==> src/sv/per_client_request_limiter_assert.svh <==
// Assertion helpers for the limiter top level.
`ifndef PER_CLIENT_REQUEST_LIMITER_ASSERT_SVH
`define PER_CLIENT_REQUEST_LIMITER_ASSERT_SVH

// Same-cycle implication, checked outside reset.
`define PLC_ASSERT_SAME(label, clk, rst_n, ante, cons) \
    label: assert property (@(posedge clk) disable iff (!rst_n) (ante) |-> (cons)) \
        else $error("limiter assertion failed");

// Next-cycle implication, checked outside reset.
`define PLC_ASSERT_NEXT(label, clk, rst_n, ante, cons) \
    label: assert property (@(posedge clk) disable iff (!rst_n) (ante) |=> (cons)) \
        else $error("limiter assertion failed");

`endif

==> src/sv/plc_pkg.sv <==
package plc_pkg;

    localparam int IP_W       = 32;
    localparam int PORT_W     = 16;
    localparam int TIME_W     = 32;
    localparam int COUNT_W    = 8;
    localparam int SLOT_W     = 7;
    localparam int VERDICT_W  = 2;
    localparam int CFG_IDX_W  = 8;
    localparam int CFG_DATA_W = 32;

    localparam logic [VERDICT_W-1:0] VERDICT_ACCEPT = 2'd0;
    localparam logic [VERDICT_W-1:0] VERDICT_BUSY   = 2'd1;
    localparam logic [VERDICT_W-1:0] VERDICT_LIMIT  = 2'd2;

    localparam logic [CFG_IDX_W-1:0] REG_REQUEST_LIMIT = 8'd0;
    localparam logic [CFG_IDX_W-1:0] REG_IDLE_LIMIT    = 8'd1;

    localparam logic [COUNT_W-1:0] RESET_REQUEST_LIMIT = 8'd10;
    localparam logic [TIME_W-1:0]  RESET_IDLE_LIMIT    = 32'd600;

    typedef struct packed {
        logic [IP_W-1:0]    ip;
        logic [PORT_W-1:0]  port;
        logic [TIME_W-1:0]  last_seen;
        logic [COUNT_W-1:0] count;
    } entry_t;

endpackage

==> src/sv/plc_if.sv <==
interface plc_req_if;
    logic                          valid;
    logic                          ready;
    logic [plc_pkg::IP_W-1:0]      src_ip;
    logic [plc_pkg::PORT_W-1:0]    src_port;
    logic [plc_pkg::TIME_W-1:0]    now_seconds;

    modport source (output valid, output src_ip, output src_port, output now_seconds,
                    input ready);
    modport sink   (input valid, input src_ip, input src_port, input now_seconds,
                    output ready);
endinterface

interface plc_rsp_if;
    logic                           valid;
    logic                           ready;
    logic [plc_pkg::VERDICT_W-1:0]  verdict;
    logic [plc_pkg::SLOT_W-1:0]     slot;
    logic [plc_pkg::COUNT_W-1:0]    count_after;

    modport source (output valid, output verdict, output slot, output count_after,
                    input ready);
    modport sink   (input valid, input verdict, input slot, input count_after,
                    output ready);
endinterface

interface plc_cfg_if;
    logic                            valid;
    logic                            ready;
    logic [plc_pkg::CFG_IDX_W-1:0]   index;
    logic [plc_pkg::CFG_DATA_W-1:0]  data;

    modport source (output valid, output index, output data, input ready);
    modport sink   (input valid, input index, input data, output ready);
endinterface

==> src/sv/plc_ctrl.sv <==
module plc_ctrl
#(
    parameter int TABLE_DEPTH = 128,
    parameter int IDX_W       = 7
)
(
    input  logic             clk,
    input  logic             rst_n,
    plc_req_if.sink          req,
    plc_rsp_if.source        rsp,
    plc_cfg_if.sink          cfg,
    input  plc_pkg::entry_t  head,
    output logic             shift,
    output plc_pkg::entry_t  feedback
);

    localparam logic [1:0] ST_IDLE  = 2'd0;
    localparam logic [1:0] ST_SCAN  = 2'd1;
    localparam logic [1:0] ST_APPLY = 2'd2;
    localparam logic [1:0] ST_DONE  = 2'd3;

    localparam logic [IDX_W-1:0] IDX_LAST = IDX_W'(TABLE_DEPTH - 1);

    logic [1:0]       state_reg, state_next;
    logic [IDX_W-1:0] idx_reg, idx_next;
    logic             match_found_reg, match_found_next;
    logic [IDX_W-1:0] match_idx_reg, match_idx_next;
    logic             free_found_reg, free_found_next;
    logic [IDX_W-1:0] free_idx_reg, free_idx_next;
    logic             claim_reg, claim_next;
    logic [IDX_W-1:0] target_reg, target_next;

    logic [plc_pkg::IP_W-1:0]   req_ip_reg;
    logic [plc_pkg::PORT_W-1:0] req_port_reg;
    logic [plc_pkg::TIME_W-1:0] req_now_reg;

    logic [plc_pkg::COUNT_W-1:0] request_limit_reg;
    logic [plc_pkg::TIME_W-1:0]  idle_limit_reg;

    logic [plc_pkg::VERDICT_W-1:0] res_verdict_reg, res_verdict_next;
    logic [IDX_W-1:0]              res_idx_reg, res_idx_next;
    logic [plc_pkg::COUNT_W-1:0]   res_count_reg, res_count_next;

    logic                          out_valid_reg, out_valid_next;
    logic [plc_pkg::VERDICT_W-1:0] out_verdict_reg;
    logic [plc_pkg::SLOT_W-1:0]    out_slot_reg;
    logic [plc_pkg::COUNT_W-1:0]   out_count_reg;
    logic                          out_load;

    logic                        head_match;
    logic                        head_free;
    plc_pkg::entry_t             base;
    logic [plc_pkg::TIME_W-1:0]  elapsed;
    logic [plc_pkg::COUNT_W-1:0] cnt;
    logic [plc_pkg::COUNT_W-1:0] cnt_inc;

    assign req.ready = (state_reg == ST_IDLE);
    assign cfg.ready = 1'b1;

    assign head_match = (head.ip == req_ip_reg) && (head.port == req_port_reg);
    assign head_free  = (head.count == '0);

    always_comb
    begin
        if (claim_reg)
        begin
            base.ip        = req_ip_reg;
            base.port      = req_port_reg;
            base.last_seen = req_now_reg;
            base.count     = '0;
        end
        else
        begin
            base = head;
        end
        elapsed = req_now_reg - base.last_seen;
        cnt     = (elapsed > idle_limit_reg) ? '0 : base.count;
        cnt_inc = cnt + 1'b1;
    end

    always_comb
    begin
        state_next       = state_reg;
        idx_next         = idx_reg;
        match_found_next = match_found_reg;
        match_idx_next   = match_idx_reg;
        free_found_next  = free_found_reg;
        free_idx_next    = free_idx_reg;
        claim_next       = claim_reg;
        target_next      = target_reg;
        res_verdict_next = res_verdict_reg;
        res_idx_next     = res_idx_reg;
        res_count_next   = res_count_reg;
        shift            = 1'b0;
        feedback         = head;
        out_load         = 1'b0;

        case (state_reg)
            ST_IDLE:
            begin
                if (req.valid)
                begin
                    state_next       = ST_SCAN;
                    idx_next         = '0;
                    match_found_next = 1'b0;
                    free_found_next  = 1'b0;
                end
            end
            ST_SCAN:
            begin
                shift = 1'b1;
                if (head_match && !match_found_reg)
                begin
                    match_found_next = 1'b1;
                    match_idx_next   = idx_reg;
                end
                if (head_free && !free_found_reg)
                begin
                    free_found_next = 1'b1;
                    free_idx_next   = idx_reg;
                end
                if (idx_reg == IDX_LAST)
                begin
                    idx_next = '0;
                    if (match_found_next)
                    begin
                        state_next  = ST_APPLY;
                        claim_next  = 1'b0;
                        target_next = match_idx_next;
                    end
                    else if (free_found_next)
                    begin
                        state_next  = ST_APPLY;
                        claim_next  = 1'b1;
                        target_next = free_idx_next;
                    end
                    else
                    begin
                        state_next       = ST_DONE;
                        res_verdict_next = plc_pkg::VERDICT_BUSY;
                        res_idx_next     = '0;
                        res_count_next   = '0;
                    end
                end
                else
                begin
                    idx_next = idx_reg + 1'b1;
                end
            end
            ST_APPLY:
            begin
                shift = 1'b1;
                if (idx_reg == target_reg)
                begin
                    res_idx_next = idx_reg;
                    feedback.ip   = base.ip;
                    feedback.port = base.port;
                    if (cnt >= request_limit_reg)
                    begin
                        feedback.last_seen = base.last_seen;
                        feedback.count     = cnt;
                        res_verdict_next   = plc_pkg::VERDICT_LIMIT;
                        res_count_next     = cnt;
                    end
                    else
                    begin
                        feedback.last_seen = req_now_reg;
                        feedback.count     = cnt_inc;
                        res_verdict_next   = plc_pkg::VERDICT_ACCEPT;
                        res_count_next     = cnt_inc;
                    end
                end
                if (idx_reg == IDX_LAST)
                begin
                    idx_next   = '0;
                    state_next = ST_DONE;
                end
                else
                begin
                    idx_next = idx_reg + 1'b1;
                end
            end
            ST_DONE:
            begin
                if (!out_valid_reg || rsp.ready)
                begin
                    out_load   = 1'b1;
                    state_next = ST_IDLE;
                end
            end
            default:
            begin
                state_next = ST_IDLE;
            end
        endcase
    end

    always_comb
    begin
        out_valid_next = out_valid_reg;
        if (out_load)
        begin
            out_valid_next = 1'b1;
        end
        else if (rsp.ready)
        begin
            out_valid_next = 1'b0;
        end
    end

    always_ff @(posedge clk or negedge rst_n)
    begin
        if (!rst_n)
        begin
            state_reg         <= ST_IDLE;
            idx_reg           <= '0;
            match_found_reg   <= 1'b0;
            free_found_reg    <= 1'b0;
            claim_reg         <= 1'b0;
            out_valid_reg     <= 1'b0;
            request_limit_reg <= plc_pkg::RESET_REQUEST_LIMIT;
            idle_limit_reg    <= plc_pkg::RESET_IDLE_LIMIT;
        end
        else
        begin
            state_reg       <= state_next;
            idx_reg         <= idx_next;
            match_found_reg <= match_found_next;
            free_found_reg  <= free_found_next;
            claim_reg       <= claim_next;
            out_valid_reg   <= out_valid_next;
            if (cfg.valid)
            begin
                if (cfg.index == plc_pkg::REG_REQUEST_LIMIT)
                begin
                    request_limit_reg <= cfg.data[plc_pkg::COUNT_W-1:0];
                end
                else if (cfg.index == plc_pkg::REG_IDLE_LIMIT)
                begin
                    idle_limit_reg <= cfg.data[plc_pkg::TIME_W-1:0];
                end
            end
        end
    end

    always_ff @(posedge clk)
    begin
        match_idx_reg   <= match_idx_next;
        free_idx_reg    <= free_idx_next;
        target_reg      <= target_next;
        res_verdict_reg <= res_verdict_next;
        res_idx_reg     <= res_idx_next;
        res_count_reg   <= res_count_next;
        if (req.valid && req.ready)
        begin
            req_ip_reg   <= req.src_ip;
            req_port_reg <= req.src_port;
            req_now_reg  <= req.now_seconds;
        end
        if (out_load)
        begin
            out_verdict_reg <= res_verdict_reg;
            out_slot_reg    <= plc_pkg::SLOT_W'(res_idx_reg);
            out_count_reg   <= res_count_reg;
        end
    end

    assign rsp.valid       = out_valid_reg;
    assign rsp.verdict     = out_verdict_reg;
    assign rsp.slot        = out_slot_reg;
    assign rsp.count_after = out_count_reg;

endmodule

==> src/flat_wrapper.sv <==
// flat-port wrapper written by rule: the top's interface ports become plain ports
module plc_ctrl_flat 
#(
    parameter int TABLE_DEPTH = 128,
    parameter int IDX_W       = 7
)
  (clk, rst_n, head, shift, feedback, req_valid, req_src_ip, req_src_port, req_now_seconds, req_ready, rsp_valid, rsp_verdict, rsp_slot, rsp_count_after, rsp_ready, cfg_valid, cfg_index, cfg_data, cfg_ready);
  plc_req_if req_i ();
  plc_rsp_if rsp_i ();
  plc_cfg_if cfg_i ();
  input  logic clk;
  input  logic rst_n;
  input  plc_pkg::entry_t head;
  output logic shift;
  output plc_pkg::entry_t feedback;
  input wire logic [$bits(req_i.valid)-1:0] req_valid;
  input wire logic [$bits(req_i.src_ip)-1:0] req_src_ip;
  input wire logic [$bits(req_i.src_port)-1:0] req_src_port;
  input wire logic [$bits(req_i.now_seconds)-1:0] req_now_seconds;
  output wire logic [$bits(req_i.ready)-1:0] req_ready;
  output wire logic [$bits(rsp_i.valid)-1:0] rsp_valid;
  output wire logic [$bits(rsp_i.verdict)-1:0] rsp_verdict;
  output wire logic [$bits(rsp_i.slot)-1:0] rsp_slot;
  output wire logic [$bits(rsp_i.count_after)-1:0] rsp_count_after;
  input wire logic [$bits(rsp_i.ready)-1:0] rsp_ready;
  input wire logic [$bits(cfg_i.valid)-1:0] cfg_valid;
  input wire logic [$bits(cfg_i.index)-1:0] cfg_index;
  input wire logic [$bits(cfg_i.data)-1:0] cfg_data;
  output wire logic [$bits(cfg_i.ready)-1:0] cfg_ready;
  assign req_i.valid = req_valid;
  assign req_i.src_ip = req_src_ip;
  assign req_i.src_port = req_src_port;
  assign req_i.now_seconds = req_now_seconds;
  assign req_ready = req_i.ready;
  assign rsp_valid = rsp_i.valid;
  assign rsp_verdict = rsp_i.verdict;
  assign rsp_slot = rsp_i.slot;
  assign rsp_count_after = rsp_i.count_after;
  assign rsp_i.ready = rsp_ready;
  assign cfg_i.valid = cfg_valid;
  assign cfg_i.index = cfg_index;
  assign cfg_i.data = cfg_data;
  assign cfg_ready = cfg_i.ready;
  plc_ctrl #(.TABLE_DEPTH(TABLE_DEPTH), .IDX_W(IDX_W)) u_core (.clk(clk), .rst_n(rst_n), .req(req_i), .rsp(rsp_i), .cfg(cfg_i), .head(head), .shift(shift), .feedback(feedback));
endmodule
==> config.mk <==
export PLATFORM = sky130hd
export DESIGN_NAME = plc_ctrl_flat
export DESIGN_NICKNAME = d
export VERILOG_FILES = /design/src/sv/per_client_request_limiter_assert.svh /design/src/sv/plc_pkg.sv /design/src/sv/plc_if.sv /design/src/sv/plc_ctrl.sv /design/src/flat_wrapper.sv
export SDC_FILE = /design/constraint.sdc
export NUM_CORES = 1
export LEC_CHECK = 0
export ABC_AREA = 1
export BUFFER_PORTS_ARGS = -buffer_cell sky130_fd_sc_hd__buf_2
export CORE_MARGIN = 3
export CORE_UTILIZATION = 30
export DETAILED_ROUTE_END_ITERATION = 10
export MAX_ROUTING_LAYER = met4
export SYNTH_ARGS = -nofsm -noshare
export SYNTH_HDL_FRONTEND = slang
export SYNTH_SLANG_ARGS = --single-unit
==> constraint.sdc <==
create_clock -name clk -period 11.2 [get_ports clk]
set_input_delay 1.12 -clock clk [delete_from_list [all_inputs] [get_ports clk]]
set_output_delay 1.12 -clock clk [all_outputs]
set_load 0.02 [all_outputs]
* After elaboration in Yosys (flattened, before gate mapping)
Cells that the tools add are included.
** Operators by class
- Magnitude comparators :: 2
- Muxes and demuxes :: 50
- Equal/unequal tests :: 15
- Bitwise logic cells :: 1
- Reductions and logical operators :: 24
- Add/subtract/negate cells :: 3
** Operators by type and width (count)
- 88-bit 2-to-1 mux :: 3
- 7-bit 2-to-1 mux :: 10
- 8-bit 2-to-1 mux :: 6
- 40-bit 2-to-1 mux :: 1
- 32-bit == test :: 1
- 32-bit > comparator :: 1
- 32-bit subtractor :: 1
- 7-bit one-hot mux with 2 select lines :: 2
- 2-bit 2-to-1 mux :: 10
- 16-bit == test :: 1
- 8-bit logical NOT :: 2
- 8-bit one-hot mux with 2 select lines :: 1
- 1-bit 2-to-1 mux :: 13
- 2-bit nonzero test :: 5
- 8-bit by 1-bit adder with 8-bit output, second input constant :: 1
- 8-bit by 1-bit == test with 1-bit output, second input constant :: 1
- 8-bit greater-or-equal comparator :: 1
- 2-bit by 1-bit != test with 1-bit output, second input constant :: 4
- 2-bit one-hot mux with 4 select lines :: 1
- 7-bit by 1-bit adder with 7-bit output, second input constant :: 1
- 7-bit == test :: 1
- 7-bit == test, second input constant :: 1
- 2-bit != test, second input constant :: 3
- 2-bit AND reduction :: 3
- other kinds (13) :: 21
** Word-level totals
- Input bits :: 213
- Word-level logic and storage cells :: 115
- Register bits after elaboration :: 188
- Output and inout bits :: 109

* Logic depth before layout (Yosys ltp)
- Depth in word-level cells :: 8
- Gate-level depth with buffers :: 42
- Mapped depth without buffers :: 39

* Least setup slack after synthesis
No wires, ideal clock.
- Path type :: input -> output
- Start point :: input head[8] (netlist bit)
- End point :: output feedback[5] (netlist bit)
- Required time :: 10.080 ns
- Stages on the path :: 36
- Path slack :: 4.067 ns
- Buffers on the path :: 1
- Arrival time :: 6.013 ns
- Cells stage by stage :: inv_1 > o21ai_0 > ha_1 > inv_1 > fa_1 > nand3_1 > nand2_1 > a21oi_1 > o21ai_0 > nand2_1 > o211ai_1 > nand4_1 > nand3_1 > xor2_1 > ha_1 > nand2_1 > nor3_1 > and3_1 > nand2_1 > nand2_1 > nand2_1 > buf_2 > nand3_1 > inv_1 > ha_1 > a21oi_1 > nor2_1 > a211oi_1 > nand3_1 > inv_1 > nand3_1 > nor2_1 > nand2_1 > nand2_1 > nand2_1 > a21boi_0
** RTL lines
- start: declaration :: RTL line flat_wrapper.sv:13 : input plc_pkg::entry_t head;
- end: declaration :: RTL line flat_wrapper.sv:15 : output plc_pkg::entry_t feedback;

==> out/summary.txt <==
Outcome: complete, no violations
Pleak: 7.03 nW
Core Rows: 72
Final instance area: 14800 um^2
Synth Register Bits: 188
Ratio of final minimum period to clock period: 80.7%
Die width: 206 um
Worst relative slew slack: 38.1%
Shortest period the worst path allows: 9040 ps
CTS Root Cell: clkbuf_16
Max-cap violations: 0
Warning count from the yosys run: 0
CP max stage delay: 700 ps
Die Height: 206 um
Async SR Flop Fraction: 28.2%
Area of the mapped netlist: 12000 um^2
Syn Nets: 1607
Total negative slack: 0 ps
Clock buffer depth: 2
1st-iter DRT viols: 592
Critical path's slowest cell: dfrtp_2
Maximum vdd drop: 0.105 mV
# nets final: 1913
Synth top cells by count: nand2_1, inv_1, edfxtp_1, a21oi_1, o21ai_0
GRT overflow: 0
Pwr dens: 166 nW/um^2
Vias in the first global route: 10100
CP startpoint kind: register
Area Growth Syn to Fin: 22.9%
Post-synth EDFFs: 135
Netlist cell types: 45
Number of gates resized after CTS: 0
Post-Synth XOR/XNOR Area: 5.96%
Setup Fix Bufs, Post-CTS: 0
Most used cell, CP: nand2_1
# DRC: 0
Wire per inst: 15.6 um
Fin. Hold Viols: 0
Slew Viols, Final: 0
Largest area contributor in the netlist: edfxtp_1
Worst Path Arrival: 7920 ps
Finished Layout Cells: 2160
Largest net degree at the start of global routing: 75
Layout cells sized above 1: 25.9%
Total track usage: 16.0%
Syn Inst Count: 1315
CTS tree: done
Area share of fa/ha/maj cells after synthesis: 8.27%
Placed insts: 2120
Worst path required time: 10080 ps
I/O pin total: 322
Global-route wire length before repair: 52100 um
HP Class: reg -> reg
CTS Sinks: 188
Max FO, Critical Path: 67
Final core utilization: 37.8%
Sequential-to-total area share from yosys stat: 44.7%
Routability cong.: 0.916
Clock transition at the registers of the reported paths: 80 ps
Largest family of logic cells by synthesized area: simple AND/OR/NAND/NOR gates
Most area-consuming cells after synthesis: edfxtp_1, dfrtp_1, nand2_1
Slew @ Worst Pin: 929 ps
Top delay family on crit path: compound AO/OA/AOI/OAI gates
Critical path class: reg -> out
Most common cell in the netlist: nand2_1
WP buf/inv: 5
Port Buf Inserts: 320
Hold_buf cts: 0
Post-DRT Antenna Nets: 0
Syn_area_per_cell: 9.16 um^2
Placement Cell Area: 14100 um^2
Synth Area in Compound Gates: 11.5%
Yosys top cell area share: 33.7%
# setup viols final: 0
DP Wirelength: 26500 um
Fin Clk Skew: 13.2 ps
Final wirelength: 33700 um
CP Capture Type: output port
Multiplexer area fraction after synthesis: 7.78%
Post-synthesis simple-gate area fraction: 15.1%
Fill cell count: 4027
RSZ-0062 raised after global routing: no
FMAX: 111 MHz
H-tree Lvls: 4
Main synth FF type: edfxtp_1
Clk_lat worst skew: 460 ps
Via density: 4.71
Core ar.: 39200 um^2
DR pass1 iterations: 5
Antenna violations before repair: 10
Starting Density: 30.7%
Number of CTS-inserted buffers: 17
Vias: 10200
Die Area: 42600 um^2
-- layout by cell type (no fill, tap or decap), types with 6 or more instances in the layout --
master     count
o21bai_1       9
dfstp_2        6
xor2_1        47
diode_2        8
clkbuf_16     17
nand2_1      265
mux2i_1       31
o21ai_0      102
dfrtp_1       46
o21a_1        12
inv_8          6
edfxtp_1     135
o21ai_1       10
nand3_1       32
nor2_1        90
ha_1          78
nand4_1       17
buf_2        320
mux2_4        38
a21oi_1      113
buf_4          8
nor4_1        11
xnor2_1       35
inv_1        150
-- final cells by class --
| class | count | area [um^2] | area share (%) |
|---|---|---|---|
| timing repair buffer | 328 | 1660 | 11.2 |
| multi-input combinational | 933 | 5870 | 39.7 |
| clock buffer | 17 | 425 | 2.87 |
| antenna | 8 | 20.0 | 0.135 |
| clock inverter | 15 | 205 | 1.39 |
| tap | 518 | 648 | 4.38 |
| inverter | 153 | 576 | 3.89 |
| sequential | 188 | 5390 | 36.4 |
-- cell families (layout without fill, tap and decap cells) --
| kind of cell | after synthesis | in the layout |
|---|---|---|
| compound gates | 260 | 260 |
| other cells | 1 | 9 |
| buf+inv | 194 | 513 |
| flops | 188 | 188 |
| simple gates | 437 | 437 |
| fa+ha+maj | 79 | 79 |
| xor+xnor | 82 | 82 |
| mux | 74 | 74 |
-- power breakdown --
group / total, mW / switching (mW) / internal, mW
combinational: 0.811 / 0.532 / 0.279
clock: 0.654 / 0.326 / 0.328
sequential: 0.999 / 0.0653 / 0.933
-- worst paths after layout --
kind	start	endpoint	slack [ps]	depth (start not counted)
min in group asynchronous	rst_n	u_core.idle_limit_reg[18]	790	2
setup reg to reg	u_core.claim_reg	u_core.res_count_reg[3]	3720	33
max in group asynchronous	rst_n	u_core.claim_reg	9870	2
hold / removal	u_core.res_idx_reg[1]	u_core.rsp.slot[1]	420	0
setup / recovery	u_core.claim_reg	feedback[3]	2160	34
hold reg to reg	u_core.res_idx_reg[1]	u_core.rsp.slot[1]	420	0
-- per-layer routing --
metal	track usage (%)	wire length, um
met1	20.6	15200
met2	25.5	15900
met3	3.21	1930
met4	4.75	624
met5	-	0
-- through the flow --
step | power, mW | hold WS (ps) | setup slack (ps)
finish | 2.46 | 421 | 2160
global route | 2.63 | 425 | 1260
CTS | 2.49 | 423 | 2100
detailed placement | 1.83 | 405 | 2650
global placement | 1.81 | 403 | 2820
floorplan | 1.56 | 400 | 4070
No activity file was read; power rests on OpenSTA's default activity.
