--- src/sv/per_client_request_limiter_assert.svh ---
// Assertion helpers for the limiter top level.
`ifndef PER_CLIENT_REQUEST_LIMITER_ASSERT_SVH
`define PER_CLIENT_REQUEST_LIMITER_ASSERT_SVH

// Same-cycle implication, checked outside reset.
`define PLC_ASSERT_SAME(label, clk, rst_n, ante, cons) \
    label: assert property (@(posedge clk) disable iff (!rst_n) (ante) |-> (cons)) \
        else $error("limiter assertion failed");

// Next-cycle implication, checked outside reset.
`define PLC_ASSERT_NEXT(label, clk, rst_n, ante, cons) \
    label: assert property (@(posedge clk) disable iff (!rst_n) (ante) |=> (cons)) \
        else $error("limiter assertion failed");

`endif

--- src/sv/plc_pkg.sv ---
package plc_pkg;

    localparam int IP_W       = 32;
    localparam int PORT_W     = 16;
    localparam int TIME_W     = 32;
    localparam int COUNT_W    = 8;
    localparam int SLOT_W     = 7;
    localparam int VERDICT_W  = 2;
    localparam int CFG_IDX_W  = 8;
    localparam int CFG_DATA_W = 32;

    localparam logic [VERDICT_W-1:0] VERDICT_ACCEPT = 2'd0;
    localparam logic [VERDICT_W-1:0] VERDICT_BUSY   = 2'd1;
    localparam logic [VERDICT_W-1:0] VERDICT_LIMIT  = 2'd2;

    localparam logic [CFG_IDX_W-1:0] REG_REQUEST_LIMIT = 8'd0;
    localparam logic [CFG_IDX_W-1:0] REG_IDLE_LIMIT    = 8'd1;

    localparam logic [COUNT_W-1:0] RESET_REQUEST_LIMIT = 8'd10;
    localparam logic [TIME_W-1:0]  RESET_IDLE_LIMIT    = 32'd600;

    typedef struct packed {
        logic [IP_W-1:0]    ip;
        logic [PORT_W-1:0]  port;
        logic [TIME_W-1:0]  last_seen;
        logic [COUNT_W-1:0] count;
    } entry_t;

endpackage

--- src/sv/plc_cell.sv ---
module plc_cell
(
    input  logic             clk,
    input  logic             rst_n,
    input  logic             shift,
    input  plc_pkg::entry_t  entry_in,
    output plc_pkg::entry_t  entry_out
);

    plc_pkg::entry_t entry_reg;
    plc_pkg::entry_t entry_next;

    always_comb
    begin
        entry_next = shift ? entry_in : entry_reg;
    end

    always_ff @(posedge clk or negedge rst_n)
    begin
        if (!rst_n)
        begin
            entry_reg <= '0;
        end
        else
        begin
            entry_reg <= entry_next;
        end
    end

    assign entry_out = entry_reg;

endmodule

--- config.mk ---
export PLATFORM = sky130hd
export DESIGN_NAME = plc_cell
export DESIGN_NICKNAME = d
export VERILOG_FILES = /design/src/sv/per_client_request_limiter_assert.svh /design/src/sv/plc_pkg.sv /design/src/sv/plc_cell.sv
export SDC_FILE = /design/constraint.sdc
export NUM_CORES = 1
export LEC_CHECK = 0
export ABC_AREA = 1
export ABC_CLOCK_PERIOD_IN_PS = 800
export BUFFER_PORTS_ARGS = -buffer_cell sky130_fd_sc_hd__buf_2
export CAP_MARGIN = 20
export CORE_MARGIN = 5
export CORE_UTILIZATION = 35
export DETAILED_ROUTE_END_ITERATION = 7
export GPL_TIMING_DRIVEN = 1
export PLACE_DENSITY_LB_ADDON = 0.25
export SYNTH_ARGS = -nofsm -noshare
export SYNTH_HDL_FRONTEND = slang
export SYNTH_SLANG_ARGS = --single-unit
--- constraint.sdc ---
create_clock -name clk -period 0.8 [get_ports clk]
set_input_delay 0.04 -clock clk [delete_from_list [all_inputs] [get_ports clk]]
set_output_delay 0.04 -clock clk [all_outputs]
set_load 0.02 [all_outputs]
Yosys cells after proc, flatten, opt, wreduce, memory -nomap -nowiden
Cells that the tools add are included.

Multiplexer cells: 0. Bitwise logic cells: 0. Add/sub/neg operators: 0. Magnitude comparators: 0. Eq/ne operators: 0. Div/mod/pow operators: 0. Multiply operators: 0. Reduce and logical (&&, ||, !) cells: 0. Shift operators: 0.

Register bits after elaboration: 88. Memories kept: 0. Input port bits: 91. Bits in writable memories: 0. Bits in latches: 0. Output and inout port bits: 88. ROM bits: 0. Word-level logic and storage cells: 4.

Logic depth before layout (Yosys ltp)
Gate-level depths: netlist of the first run.

Word-level depth: 0. Mapped depth: 6. Gate-level depth less buffers: 3.

Worst setup path before layout of the first run
No wires, ideal clock.

Path kind: input port to flip-flop. Start point: in shift. End point: reg entry_reg, in the netlist entry_out[65]. Stages: 5. Buffers on the path: 3. Data required time: 683 ps. Arrival: 582 ps. Path slack: 101 ps. Path through: buf_4 > buf_4 > buf_4 > nand2_1 > nand2_1.

RTL lines: start: declaration (RTL line plc_cell.sv:5) `input logic shift,`; end signal: assignment (RTL line plc_cell.sv:26) `entry_reg <= entry_next;`; end: declaration (RTL line plc_cell.sv:10) `plc_pkg::entry_t entry_reg;`.

Final worst setup path of the first run
Start point: reg entry_reg, in the netlist entry_out[10]. End point: out entry_out[10] in the netlist's numbering.

RTL lines: end: declaration (RTL line plc_cell.sv:7) `output plc_pkg::entry_t entry_out`.

No word-level cell between the ends.

==> qor.yml, run 1 <==
fin_crit_ns: 0.943
syn_inst: 372
violations: "negative setup slack"
crit_type: "reg2out"
worstPathArrival_ns: 0.90
n_antenna_cell: 0
routabilityCongestion: 0.737
crit_buf_inv: 1
largest_reg_flops: 88
synthesis.area_sq_mm: 0.00332
avgSynthCellArea_sq_um: 8.93
slew_viol_final: 0
synth_nets: 463
yosys.area_share.simple_pct: 29.8
final_nets: 770
clock_latency_ns: 0.33
yosysTopAreaCellShare_pct: 66.3
layout_commonest_cell: "nand2_1"
dp_slack_ns: -0.0210
crit_path_end_kind: "output pin"
worstPathCellList: "buf_6"
synth_top_family_by_area: "simple AND/OR/NAND/NOR gates"
cts_buffers: 9
clockBufferDepth: 2
ys_ff_latch: 88
track_usage_pct: 19.4
yosys.area.top_type: "dfrtp_1"
grt_pass1_vias: 3715
worstMarginPinSlew_ns: 0.300
vias_per_cell: 4.37
core_region_area_sq_mm: 0.00924
clock_skew_ns: 0
ys_seq_area_share_pct: 66.3
hold_violations: 0
cts.sinks: 88
max_stage_delay_ns: 0.42
drcViolationCount: 0
cpLargestDelayFamily: "flip-flops"
synthTopCellsByArea: "dfrtp_1 (66%), nand2_1 (30%), buf_2 (1.8%), buf_6 (1.0%), buf_4 (0.90%)"
synth_xor_area_share_pct: 0
vdd_drop_max_v: 0.00106
hold_path.class: "in2reg"
ant_nets: 0
rows: 35
layout-drive-gt1-share_pct: 35.8
root_buffer: "clkbuf_8"
fin_crit_sh_pct: 118
worstPathRequired_ns: 0.76
synth-compound-area-share_pct: 0
cp_slowest_cell: "dfrtp_1"
muxShareOfSynthArea_pct: 0
routed_wl_um: 11500
drv_cap: 0
grt_max_degree: 59
grt_antenna_before_repair: 0
hpwl_um: 6330
relSlewSlack_pct: 80.0
fin_util_pct: 68.4
routedWlPerCell_um: 14.1
startpoint_type: "register"
yosysWarnings: 0
rsz0062_at_grt: "true"
setup-violations-final: 92
ios: 179
yosys.cell_types.count: 6
final_cell_mix: "nand2_1 (260), buf_6 (90), dlygate4sd3_1 (89), buf_2 (89), dfrtp_1 (88)"
portBuffers: 178
clock.fmax_mhz: 1060
detailedRoute.firstIterationViolations: 183
via_count: 3547
die_w_um: 107
clk_pin_slew_ns: 0.08
synthAdderAreaFrac_pct: 0
syn2layout_area_growth_pct: 90.3
htree_num_levels: 3
start_util_pct: 36.0
grt_overflow: 0
status: "finished, violations left"
die_h_um: 107
grt_pass1_wl_um: 17900
worst_slack_ns: -0.143
dr.pass1.iters: 4
p_leak_nw: 3.46
crit_fanout: 2
power.density_mw_per_mm2: 1740
cts_tree: "done"
dieArea_sq_mm: 0.0115
[repair_timing]
item	CTS	global route
endpoints found under the setup margin	88	91
endpoints found under the hold margin	176	0
resized for setup	176	6
pin swaps	0	1
hold buffers	89	0
setup buffers	14	25
[cell type report]
type / count / area, sq um
Clock inverter: 4 / 47.5
Clock buffer: 10 / 128
Tap cell: 129 / 161
Inverter: 1 / 6.26
Timing Repair Buffer: 315 / 2780
Fill cell: 659 / 2920
Multi-Input combinational cell: 264 / 1000
Sequential cell: 88 / 2200
[power breakdown]
part | switching (W) | leakage (nW) | total (W) | internal (W)
logic | 0.00137 | 2.30 | 0.00299 | 0.00162
clock network | 0.00145 | 0.0880 | 0.00285 | 0.00140
registers | 0.000312 | 1.07 | 0.00515 | 0.00484
[Yosys cell counts, drive strengths merged]
master	count
nand2	264
dfrtp	88
buf	19
inv	1
[path summary, 6_finish.rpt]
path | start | to | slack (ns) | depth (start not counted)
hold / removal | shift | entry_out[18] | 0.04 | 3
setup reg to reg | entry_out[74] | entry_out[74] | -0.06 | 4
hold reg to reg | entry_out[22] | entry_out[22] | 0.50 | 2
min in group asynchronous | rst_n | entry_out[62] | 0.13 | 2
setup / recovery | entry_out[10] | entry_out[10] | -0.14 | 1
max in group asynchronous | rst_n | entry_out[30] | 0.19 | 3
[per-layer routing]
metal | track usage (%) | share of wire, % | vias to the layer above
met1 | 22.7 | 40 | 1639
met4 | 7.75 | 2.8 | 0
met5 | 0 | 0 | -
met3 | 5.22 | 7.8 | 25
met2 | 33.8 | 49 | 156
li1 | - | - | 1727
[cells by family (layout without fill, tap and decap cells)]
logic type,Yosys count,in the layout
buf+inv,20,330
simple gates,264,264
flops,88,88
[per-stage QoR]
stage | std cells | hold slack, ns | total power (W) | cell area (sq um) | setup TNS [ns]
floorplan | 372 | -0.256 | 0.00611 | 3320 | 0
finish | 811 | 0.0443 | 0.0110 | 6320 | -10.42
global route | 811 | 0.0530 | 0.0115 | 6320 | -14.04
detailed placement | 669 | -0.0519 | 0.00701 | 4400 | -0.113
global placement | 669 | -0.0489 | 0.00698 | 4400 | 0
CTS | 786 | 0.00776 | 0.0109 | 6120 | -12.53
No activity file was read; power rests on OpenSTA's default activity.
==> run 2: changes to the inputs <==
PLACE_DENSITY = 0.76   (was not set)
PLACE_DENSITY_LB_ADDON = not set   (was 0.25)
==> qor.yml, run 2 (same netlist as run 1, synthesis figures left out) <==
max_stage_delay_ns: 0.43  # was 0.42 ns
clk_pin_slew_ns: 0.08  # about the same
status: "finished, violations left"  # unchanged
place_inst: 666  # was 669
worstPathArrival_ns: 0.92  # was 0.90 ns
grt_max_degree: 49  # was 59
grt_pass1_wl_um: 19600  # was 17900 um
worstMarginPinSlew_ns: 0.261  # was 0.300 ns
fin_area_sq_mm: 0.00647  # was 0.00632 sq mm
start_util_pct: 36.0  # unchanged
track_usage_pct: 21.6  # was 19.4%
rows: 35  # unchanged
final_cell_mix: "nand2_1 (258), buf_6 (92), dlygate4sd3_1 (89), buf_2 (89), dfrtp_1 (88)"  # was nand2_1 (260), buf_6 (90), dlygate4sd3_1 (89), buf_2 (89), dfrtp_1 (88)
hold_path.class: "in2reg"  # unchanged
vias_per_cell: 4.52  # was 4.37
dieArea_sq_mm: 0.0115  # unchanged
rsz0062_at_grt: "true"  # unchanged
via_count: 3707  # was 3547
worst_slack_ns: -0.157  # was -0.143 ns
setup-violations-final: 96  # was 92
p_leak_nw: 3.54  # was 3.46 nW
fin_crit_ns: 0.957  # was 0.943 ns
intPower_w: 0.00886  # was 0.00786 W
hpwl_um: 6320  # was 6330 um
die_h_um: 107  # unchanged
grt_overflow: 0  # unchanged
switching_share_pct: 26.7  # was 28.5%
grt_pass1_vias: 4000  # was 3715
clock_skew_ns: 0  # unchanged
final_nets: 779  # was 770
root_buffer: "clkbuf_8"  # unchanged
crit_fanout: 2  # unchanged
routabilityCongestion: 0.727  # was 0.737
pwr-share-comb_pct: 25.8  # was 27.2%
crit_path_end_kind: "output pin"  # unchanged
detailedRoute.firstIterationViolations: 219  # was 183
syn2layout_area_growth_pct: 94.8  # was 90.3%
drcViolationCount: 0  # unchanged
clock_latency_ns: 0.34  # was 0.33 ns
violations: "negative setup slack"  # unchanged
startpoint_type: "register"  # unchanged
worstPathRequired_ns: 0.76  # about the same
vdd_drop_max_v: 0.000882  # was 0.00106 V
routed_wl_um: 12800  # was 11500 um
fin_cells: 820  # was 811
cpLargestDelayFamily: "flip-flops"  # unchanged
seqPwrFrac_pct: 42.7  # was 46.9%
dpl-instance-area_sq_mm: 0.00437  # was 0.00440 sq mm
cts.sinks: 88  # unchanged
layout_commonest_cell: "nand2_1"  # unchanged
htree_num_levels: 3  # unchanged
clockBufferDepth: 2  # unchanged
relSlewSlack_pct: 82.6  # was 80.0%
cp_slowest_cell: "dfrtp_1"  # unchanged
portBuffers: 178  # unchanged
layout-drive-gt1-share_pct: 37.0  # was 35.8%
drv_cap: 0  # unchanged
p_total_w: 0.0121  # was 0.0110 W
core_region_area_sq_mm: 0.00924  # unchanged
clkPwrFrac_pct: 31.5  # was 25.9%
fin_crit_sh_pct: 120  # was 118%
power.switching_w: 0.00323  # was 0.00313 W
cts_tree: "done"  # unchanged
grt_antenna_before_repair: 0  # unchanged
dr.pass1.iters: 4  # unchanged
power.density_mw_per_mm2: 1870  # was 1740 mW/mm^2
worstPathCellList: "buf_6"  # unchanged
cts_buffers: 9  # unchanged
hold_violations: 0  # unchanged
slew_viol_final: 0  # unchanged
die_w_um: 107  # unchanged
ios: 179  # unchanged
clock.fmax_mhz: 1040  # was 1060 MHz
ant_nets: 0  # unchanged
crit_type: "reg2out"  # unchanged
crit_buf_inv: 1  # unchanged
routedWlPerCell_um: 15.6  # was 14.1 um
largest_reg_flops: 88  # unchanged
[run 2: power groups by stage]
stage / logic, W / clock network [W] / registers [W]
floorplan: 0.000482 / 0 / 0.00562
global placement: 0.00183 / 0 / 0.00512
detailed placement: 0.00188 / 0 / 0.00512
CTS: 0.00281 / 0.00394 / 0.00513
global route: 0.00333 / 0.00412 / 0.00520
finish: 0.00312 / 0.00381 / 0.00516
[run 2: routing by layer]
metal | up-vias | part of all wire (%) | wire length (um) | GRT usage [%]
met5 | - | 0 | 0 | 0
met4 | 0 | 3.9 | 501 | 9.74
met3 | 45 | 8.3 | 1060 | 7.44
met2 | 179 | 53 | 6820 | 40.0
met1 | 1746 | 35 | 4420 | 21.7
li1 | 1737 | - | - | -
[run 2: final timing paths]
| check | to | from | cells after the start | slack [ns] |
|---|---|---|---|---|
| worst max-delay path | entry_out[17] | entry_out[17] | 1 | -0.16 |
| worst min-delay path | entry_out[8] | shift | 4 | 0.19 |
| worst max register to register | entry_out[28] | entry_out[28] | 4 | -0.08 |
| worst min register to register | entry_out[85] | entry_out[85] | 2 | 0.50 |
| max in group asynchronous | entry_out[52] | rst_n | 3 | 0.32 |
| min in group asynchronous | entry_out[33] | rst_n | 3 | 0.23 |
[run 2: cell type report]
cell class                 count  area (sq um)
inverter                       1          6.26
fill                         627          2770
multi-input combinational    264          1010
clock buffer                   9           124
clock inverter                 4           120
tap                          129           161
antenna                        1          2.50
timing repair buffer         324          2850
sequential                    88          2200
[run 2: what timing repair did]
item                                    4_1_cts  5_1_grt
hold buffers                                 89        0
pin swaps                                     0        2
setup buffers                                22       31
resized for setup                           176       10
endpoints found under the hold margin       176        0
endpoints found under the setup margin       88       93
[run 2: metrics by stage]
stage | utilization [%] | hold WS (ns) | setup WS [ns] | TNS, ns
2_1_floorplan | - | -0.256 | 0.101 | 0
3_3_place_gp | 47.3 | 0.0389 | 0.105 | 0
3_5_place_dp | 47.3 | 0.0418 | 0.0724 | 0
4_1_cts | 67.4 | 0.162 | -0.164 | -12.26
5_1_grt | 70.0 | 0.183 | -0.199 | -15.58
6_report | 70.1 | 0.189 | -0.157 | -11.19
==> run 3: changes to the inputs <==
BUFFER_PORTS_ARGS = -buffer_cell sky130_fd_sc_hd__clkbuf_2   (was -buffer_cell sky130_fd_sc_hd__buf_2)
CORE_MARGIN = not set   (was 5)
==> qor.yml, run 3 (same netlist as run 1, synthesis figures left out) <==
status: "finished, violations left"  # unchanged
violations: "negative setup slack"  # unchanged
detailedRoute.firstIterationViolations: 167  # was 219
routed-wl-met2_um: 6090  # was 6820 um
cp_slowest_cell: "dfrtp_1"  # unchanged
cts.sinks: 88  # unchanged
crit_buf_inv: 1  # unchanged
p_leak_nw: 3.51  # was 3.54 nW
n_antenna_cell: 0  # was 1
ant_nets: 0  # unchanged
grt_antenna_before_repair: 0  # unchanged
dpl-instance-area_sq_mm: 0.00439  # was 0.00437 sq mm
worstPathRequired_ns: 0.76  # about the same
layout-drive-gt1-share_pct: 35.6  # was 37.0%
cts_tree: "done"  # unchanged
drv_cap: 0  # unchanged
rr_startpoint: "entry_out[50]"  # was entry_out[28]
routedWlPerCell_um: 14.3  # was 15.6 um
dp_slack_ns: 0.0810  # was 0.0724 ns
max_stage_delay_ns: 0.42  # was 0.43 ns
grt_overflow: 0  # unchanged
largest_reg_flops: 88  # unchanged
rows: 35  # unchanged
seqPwrFrac_pct: 43.6  # was 42.7%
wl_met1_um: 4240  # was 4420 um
grt_pass1_wl_um: 15700  # was 19600 um
hold_path.class: "in2async"  # was in2reg
root_buffer: "clkbuf_8"  # unchanged
portBuffers: 178  # unchanged
dieArea_sq_mm: 0.00989  # was 0.0115 sq mm
worstMarginPinSlew_ns: 0.319  # was 0.261 ns
cpLargestDelayFamily: "flip-flops"  # unchanged
clock.fmax_mhz: 1030  # was 1040 MHz
vdd_drop_max_v: 0.000982  # was 0.000882 V
wl_met3_um: 716  # was 1060 um
fin_crit_ns: 0.968  # was 0.957 ns
rr_endpoint: "entry_out[50]"  # was entry_out[28]
fin_area_sq_mm: 0.00640  # was 0.00647 sq mm
grt_max_degree: 47  # was 49
clock_latency_ns: 0.34  # about the same
switching_share_pct: 27.8  # was 26.7%
core_region_area_sq_mm: 0.00924  # unchanged
vias_per_cell: 4.55  # was 4.52
rsz0062_at_grt: "true"  # unchanged
hpwl_um: 5620  # was 6320 um
final_nets: 770  # was 779
clockBufferDepth: 2  # unchanged
ff2ff_path_depth: 4  # unchanged
p_total_w: 0.0118  # was 0.0121 W
routabilityCongestion: 0.723  # was 0.727
worst_slack_ns: -0.168  # was -0.157 ns
grt_pass1_vias: 3441  # was 4000
r2r_slack_ns: -0.07  # was -0.08 ns
layout_commonest_cell: "nand2_1"  # unchanged
syn2layout_area_growth_pct: 92.7  # was 94.8%
power.switching_w: 0.00329  # was 0.00323 W
drcViolationCount: 0  # unchanged
hold_violations: 0  # unchanged
cts_buffers: 9  # unchanged
via_count: 3697  # was 3707
final_cell_mix: "nand2_1 (262), dlygate4sd3_1 (89), dfrtp_1 (88), clkbuf_2 (88), buf_6 (74)"  # was nand2_1 (258), buf_6 (92), dlygate4sd3_1 (89), buf_2 (89), dfrtp_1 (88)
startpoint_type: "register"  # unchanged
htree_num_levels: 3  # unchanged
clk_pin_slew_ns: 0.09  # was 0.08 ns
die_h_um: 99.4  # was 107 um
pwr-share-comb_pct: 25.6  # was 25.8%
slew_viol_final: 0  # unchanged
clkPwrFrac_pct: 30.9  # was 31.5%
routed.top_layer: "met4"  # unchanged
dr.pass1.iters: 4  # unchanged
crit_fanout: 2  # unchanged
setup-violations-final: 93  # was 96
relSlewSlack_pct: 78.8  # was 82.6%
ios: 179  # unchanged
worstPathArrival_ns: 0.93  # was 0.92 ns
start_util_pct: 36.0  # unchanged
worstPathCellList: "clkbuf_8"  # was buf_6
crit_path_end_kind: "output pin"  # unchanged
crit_type: "reg2out"  # unchanged
die_w_um: 99.4  # was 107 um
power.density_mw_per_mm2: 1850  # was 1870 mW/mm^2
track_usage_pct: 20.2  # was 21.6%
routed_wl_um: 11600  # was 12800 um
clock_skew_ns: 0  # unchanged
fin_crit_sh_pct: 121  # was 120%
intPower_w: 0.00854  # was 0.00886 W
-- run 3: cell count changes in the layout (fill, tap and decap cells not counted), sizes merged --
cell / previous run / this run
buf: 235 / 124
bufinv: 4 / 3
clkbuf: 9 / 112
clkinv: 0 / 1
clkinvlp: 0 / 1
diode: 1 / 0
-- run 3: final cells by class --
class / instances / area, sq um
Fill cell: 638 / 2840
Multi-Input combinational cell: 264 / 996
Timing Repair Buffer: 315 / 2810
Clock inverter: 5 / 106
Tap cell: 129 / 161
Sequential cell: 88 / 2200
Clock buffer: 10 / 128
Inverter: 1 / 6.26
-- run 3: per-stage QoR --
stage / hold WS, ns / setup TNS, ns / utilization, % / instances
floorplan: -0.256 / 0 / - / 372
global placement: -0.0425 / 0 / 47.5 / 668
detailed placement: -0.0396 / 0 / 47.5 / 668
CTS: 0.109 / -13.67 / 62.1 / 786
global route: 0.130 / -15.30 / 69.3 / 812
finish: 0.125 / -11.68 / 69.3 / 812
-- run 3: power by group through the flow --
stage          clock, W  sequential [W]  combinational [W]
3_3_place_gp          0         0.00513            0.00180
4_1_cts         0.00374         0.00507            0.00237
2_1_floorplan         0         0.00562           0.000482
6_report        0.00365         0.00515            0.00302
3_5_place_dp          0         0.00514            0.00184
5_1_grt         0.00392         0.00519            0.00323
-- run 3: worst max path at each step --
stage	from	slack, ns	to	depth (start not counted)
floorplan	shift	0.10	entry_out[65]	5
global placement	shift	0.11	entry_out[58]	5
detailed placement	shift	0.08	entry_out[60]	5
CTS	entry_out[44]	-0.18	entry_out[44]	1
global route	entry_out[80]	-0.21	entry_out[80]	1
finish	entry_out[73]	-0.17	entry_out[73]	1
-- run 3: repair_timing --
action / CTS / global route
hold buffers: 89 / 0
hold endpoints to repair: 176 / 0
endpoints found under the setup margin: 88 / 88
resized for setup: 28 / 224
setup buffers: 14 / 26
-- run 3: metal layers --
metal  global-route usage (%)  vias to the layer above
met2                     36.7                      203
li1                         -                     1721
met3                     4.01                       51
met4                     9.39                        0
met1                     22.9                     1722
met5                        0                        -
